### config.mk
export PLATFORM = sky130hd
export DESIGN_NAME = mf3_cx_cell
export DESIGN_NICKNAME = d
export VERILOG_FILES = /design/src/design/assert_macros.svh /design/src/design/mf3_pkg.sv /design/src/design/mf3_cx_cell.sv
export SDC_FILE = /design/constraint.sdc
export NUM_CORES = 1
export LEC_CHECK = 0
export BUFFER_PORTS_ARGS = -buffer_cell sky130_fd_sc_hd__buf_4
export CORE_ASPECT_RATIO = 1.2
export CORE_MARGIN = 3
export CORE_UTILIZATION = 40
export DETAILED_ROUTE_END_ITERATION = 8
export GPL_ROUTABILITY_DRIVEN = 0
export PLACE_DENSITY = 0.8
export SETUP_SLACK_MARGIN = 0.3
export SLEW_MARGIN = 30
export SYNTH_ARGS = -nofsm -noshare
export SYNTH_HDL_FRONTEND = slang
export SYNTH_SLANG_ARGS = --single-unit
### constraint.sdc
create_clock -name clk -period 2 [get_ports clk]
set_clock_uncertainty 0.15 [all_clocks]
set_input_delay 0.1 -clock clk [delete_from_list [all_inputs] [get_ports clk]]
set_output_delay 0.1 -clock clk [all_outputs]
set_load 0.01 [all_outputs]
### src/design/assert_macros.svh
// Assertion helpers shared by the RTL. Every check is clocked on clk and
// is switched off while rst_n is low.
`ifndef ASSERT_MACROS_SVH
`define ASSERT_MACROS_SVH

// Same-cycle implication: whenever ante holds, cons must hold as well.
`define AST_IMP(label, ante, cons) \
  label: assert property (@(posedge clk) disable iff (!rst_n) (ante) |-> (cons)) \
    else $error("same-cycle check failed");

// Next-cycle implication: whenever ante holds, cons must hold in the following cycle.
`define AST_NXT(label, ante, cons) \
  label: assert property (@(posedge clk) disable iff (!rst_n) (ante) |=> (cons)) \
    else $error("next-cycle check failed");

`endif

### src/design/mf3_pkg.sv
`timescale 1ns / 1ps
package mf3_pkg;

  // Fixed field widths
  localparam int PIX_W    = 8;
  localparam int ROW_W    = 12;
  localparam int COL_W    = 10;
  localparam int WIDTH_W  = 11;
  localparam int HEIGHT_W = 13;

  // Register reset values and clamp floor
  localparam logic [WIDTH_W-1:0]  WIDTH_RST  = 11'd512;
  localparam logic [HEIGHT_W-1:0] HEIGHT_RST = 13'd512;
  localparam int MIN_SIZE = 3;

  // Register indexes (byte address bit 2)
  localparam logic REG_WIDTH  = 1'b0;
  localparam logic REG_HEIGHT = 1'b1;

  // Window and sorter
  localparam int WIN_N       = 9;
  localparam int SORT_ROUNDS = 9;
  localparam int MEDIAN_IDX  = 4;

  // Result queue
  localparam int FIFO_DEPTH = 16;
  localparam int FIFO_AW    = $clog2(FIFO_DEPTH);
  localparam int CNT_W      = $clog2(FIFO_DEPTH + 1);

  // Result selector codes within one step
  localparam logic [1:0] SEL_A = 2'd0;  // pixel one row up, one column left
  localparam logic [1:0] SEL_B = 2'd1;  // right border pixel one row up
  localparam logic [1:0] SEL_C = 2'd2;  // last-row pixel itself

  // Everything one accepted item needs to produce its results
  typedef struct packed {
    logic [ROW_W-1:0] row;
    logic [COL_W-1:0] col;
    logic [COL_W-1:0] wlast;
    logic [PIX_W-1:0] center;
    logic [PIX_W-1:0] up;
    logic [PIX_W-1:0] px;
    logic             interior;
    logic             a_ok;
    logic             b_ok;
    logic             c_ok;
    logic             fe;
  } step_t;

endpackage

### src/design/mf3_cx_cell.sv
`timescale 1ns / 1ps
// Compare-exchange cell: registers the smaller input on lo_r, the larger on hi_r.
module mf3_cx_cell (
  input  logic                     clk,
  input  logic [mf3_pkg::PIX_W-1:0] a,
  input  logic [mf3_pkg::PIX_W-1:0] b,
  output logic [mf3_pkg::PIX_W-1:0] lo_r,
  output logic [mf3_pkg::PIX_W-1:0] hi_r
);

  // Order the pair
  always_ff @(posedge clk) begin
    if (a > b) begin
      lo_r <= b;
      hi_r <= a;
    end else begin
      lo_r <= a;
      hi_r <= b;
    end
  end

endmodule

Word level (Yosys, flattened, before mapping) --
Cells that the tools add are included.
Operators by class: $lt $le $gt $ge 1, muxes and demuxes 2
Operator list (number):
- 8-bit two-way mux | 2
- 8-bit > comparator | 1
Storage, ports and cells: bits in registers 16

Logic depth before layout (Yosys ltp) --
depth in word-level cells 2, gate-level depth with buffers 8, depth with buffers taken out 7

Least setup slack after synthesis --
Ideal clock, no wire load.
kind input-to-reg, start in b[1] in the netlist's numbering, end reg hi_r[4] in the netlist's numbering, arrival 1.446 ns, setup slack 0.283 ns, cell stages on the path 8, buffers on the path 1, path through inv_1 > ha_1 > nor2b_4 > o211ai_2 > a21oi_2 > o22ai_4 > buf_12 > mux2_4
On the way: word-level cells in the longest chain between the ends 2
RTL lines:
- start: declaration | RTL line mf3_cx_cell.sv:6 | input logic [mf3_pkg::PIX_W-1:0] b,
- 8-bit > comparator | RTL line mf3_cx_cell.sv:13 | if (a > b) begin
- 8-bit two-way mux | RTL line mf3_cx_cell.sv:13
- end signal: assignment | RTL line mf3_cx_cell.sv:15 | hi_r <= a;
- end signal: assignment | RTL line mf3_cx_cell.sv:18 | hi_r <= b;
- end: declaration | RTL line mf3_cx_cell.sv:8 | output logic [mf3_pkg::PIX_W-1:0] hi_r
No other way between the ends.

Final worst setup path --
start in a[1] in the netlist's numbering, end reg hi_r[1] in the netlist's numbering
On the way: word-level cells in the longest chain between the ends 2
RTL lines:
- start: declaration | RTL line mf3_cx_cell.sv:5 | input logic [mf3_pkg::PIX_W-1:0] a,
- 8-bit > comparator | RTL line mf3_cx_cell.sv:13
- 8-bit two-way mux (*) | RTL line mf3_cx_cell.sv:13
Mark *: on every way between the ends. The rest lies on a longest branch, timed or not.

==> run_results.csv <==
group,metric,value,unit
sta,maxSlewViolCount,0,
routing,via_count,634,
global_route,global_route.overflow_total,0,
synthesis,ys_seq_area_frac,0.402,
sta,setup_viol,0,
worst_setup_path,timing.critical_path.from_type,"primary input",
cts,cts-htree-levels,1,
worst_setup_path,timing.critical_path.buf_inv,2,
global_route,global_route.usage.met1,0.141,
routing,dr.first_iter.drc_count,1,
synthesis,postSynthAreaPerCell,13.3,µm²
cts,tritoncts,"built",
global_route,first_global_vias,642,
die,placement_rows,17,
finish,mostFrequentLayoutCells,"sky130_fd_sc_hd__buf_4, sky130_fd_sc_hd__dfxtp_1, sky130_fd_sc_hd__dlygate4sd3_1, sky130_fd_sc_hd__mux2_4",
job,maxCapViolations,0,
sta,tightest_slew_margin_relative_to_the_limit,0.834,
sta,fin_crit,1.50,ns
synthesis,syn-num-nets,85,
sta,worstMarginPinSlew,0.249,ns
synthesis,synth.yosys.warnings,0,
finish,antenna_cells_inserted,0,
synthesis,synth.largest_area_cell,"sky130_fd_sc_hd__dfxtp_1",
finish,areaGrowthSynthToFinish,58.6,%
global_route,grt_pass1_wl,2.58,mm
synthesis,yosys.cell_types.count,15,
placed_design,area_after_dpl,0.00107,mm²
synthesis,synth.top_cells.by_area,"sky130_fd_sc_hd__dfxtp_1, sky130_fd_sc_hd__mux2_4, sky130_fd_sc_hd__ha_1, sky130_fd_sc_hd__mux2_2, sky130_fd_sc_hd__inv_1",
global_route,grt_antenna_before_repair,0,
placed_design,port_buffers,32,
sta,period_share,0.748,
cts,cts_max_path_buffers,2,
finish,finalInstanceArea,0.00126,mm²
power,vdd_ir_drop_max,0.412,mV
routing,antenna_violating_nets_post_route,0,
cts,clk_pin_slew,0.10,ns
power,netSwitchingFraction,0.262,
routing,vias_per_cell,4.77,
power,p_int,0.644,mW
worst_setup_path,type_of_element_capturing_the_critical_path,"register",
cts,cts_sinks,16,
power,static_leakage_power,0.636,nW
synthesis,yosysTopAreaCellShare,0.402,
routing,drc,0,
finish,layout_commonest_cell,"sky130_fd_sc_hd__buf_4",
global_route,met3_usage,0.0388,
finish,drive_gt1_frac,0.544,
worst_setup_path,critical-path-slowest-cell,"sky130_fd_sc_hd__mux2_2",
die,floorplan.initialDensity,0.426,
synthesis,synthesis.instances,60,
sta,setup-tns-final,0,ns
global_route,grt_start_max_net_pins,10,
global_route,grt.total_usage,0.147,
routing,drt_pass1_iterations,2,
power,clock_power_share,0.254,
power,switching_power,0.228,mW
power,comb_power_share,0.326,
placed_design,post-dp-hpwl,1.21,mm
synthesis,ys_ff_latch,16,
routing,post_detailed_routing_wire_length,1.71,mm
worst_setup_path,cpMostUsedCell,"sky130_fd_sc_hd__buf_4",
global_route,grt_busiest_layer,"met2",
finish,final_net_count,140,
outcome,outcome,"finished clean",
worst_setup_path,required,2.04,ns
worst_setup_path,cpLargestDelayFamily,"compound AO/OA/AOI/OAI gates",
cts,resize_count_post_cts,0,
worst_setup_path,timing.critical_path.cells,"buf_4 -> ha_1 -> nor2b_4 -> o211ai_2 -> a21oi_2 -> o22ai_4 -> buf_4 -> mux2_2",
sta,max_clock_freq,668,MHz
global_route,met2_grt_util,0.259,
finish,num-fill-cells,154,
routing,wl_per_cell,12.9,µm
synthesis,synthesis.area,797,µm²
die,fp.dieW,46.8,µm
worst_setup_path,cp.arrival,1.54,ns
worst_setup_path,critPathKind,"primary input to register",
hold_path,hold_class,"primary input to register",
power,power-per-cell-area,690,mW/mm²
worst_setup_path,slowest_delay,0.34,ns
power,sequentialPowerShare,0.421,
die,io_pins,33,
die,standard_cell_core_area,0.00187,mm²
die,fp.dieArea,0.00257,mm²
cts,cts_inserted_buffers,3,
cts,cell_at_the_root_of_the_clock_tree,"sky130_fd_sc_hd__clkbuf_4",
worst_setup_path,critical_path.max_fanout,6,
sta,timing.final.hold_violations,0,
sta,grt_setup_unrepaired,"false",
die,die_h,54.9,µm
worst min-delay path, cell delays in order:
cell,delay (ns)
sky130_fd_sc_hd__buf_4,0.08
sky130_fd_sc_hd__dlygate4sd3_1,0.55
sky130_fd_sc_hd__mux2_4,0.14
through the flow:
stage               power [mW]  hold WS, ns  std cells   util  worst slack (ns)
global placement         0.627        0.195        113  0.570             0.228
CTS                      0.881        0.439        133  0.675             0.508
floorplan                0.529       0.0929         60      -             0.310
detailed placement       0.636        0.197        113  0.570             0.179
finish                   0.872        0.445        133  0.675             0.503
global route             0.916        0.462        133  0.675             0.434
final timing paths:
check	startpoint	endpoint	slack (ns)	depth (start not counted)
setup / recovery	a[1]	hi_r[1]	0.50	8
hold / removal	a[0]	lo_r[0]	0.45	3
power groups by stage:
stage	logic [mW]	registers (mW)	clock network, mW
after detailed placement	0.262	0.374	0
after CTS	0.286	0.367	0.228
after global placement	0.253	0.374	0
after floorplan	0.134	0.395	0
final	0.284	0.367	0.221
after global routing	0.307	0.371	0.239
synth_stat cells:
cell type,count
sky130_fd_sc_hd__ha_1,8
sky130_fd_sc_hd__nand4_1,1
sky130_fd_sc_hd__nor2b_4,1
sky130_fd_sc_hd__buf_12,1
sky130_fd_sc_hd__inv_1,8
sky130_fd_sc_hd__nand4_2,1
sky130_fd_sc_hd__dfxtp_1,16
sky130_fd_sc_hd__o211ai_2,1
sky130_fd_sc_hd__nand2_1,1
sky130_fd_sc_hd__o21ai_4,1
sky130_fd_sc_hd__o22ai_4,1
sky130_fd_sc_hd__a21oi_1,3
sky130_fd_sc_hd__a21oi_2,1
sky130_fd_sc_hd__mux2_2,6
sky130_fd_sc_hd__mux2_4,10
timing repair:
item / in CTS / in global routing
hold endpoints to repair: 16 / 0
hold buffers: 16 / 0
setup buffers: 0 / 0
registers in the layout, indices dropped and copies added, names as in the netlist:
register and count:
hi_r 8, lo_r 8
layer usage:
layer | up-vias | wire, µm | part of all wire
li1 | 316 | - | -
met1 | 286 | 650 | 0.38
met2 | 26 | 896 | 0.52
met3 | 6 | 113 | 0.066
met4 | 0 | 51 | 0.030
met5 | - | 0 | 0
cells by family (layout without fill, tap and decap cells):
group           after synthesis  count (layout)  synth area share
mux                          16              16             0.273
flops                        16              16             0.402
buf+inv                       9              63            0.0628
fa+ha+maj                     8               8             0.126
compound gates                7               7            0.0911
simple gates                  4               4            0.0455
area by class of cell:
cell class                      instances  area, µm²  share of cell area
Multi-Input combinational cell         35        430               0.341
Timing Repair Buffer                   51        423               0.335
Sequential cell                        16        320               0.253
Clock buffer                            4       36.3              0.0287
Inverter                                8       30.0              0.0238
Tap cell                               19       23.8              0.0188
Note: power is estimated with default switching activity, not from simulation.
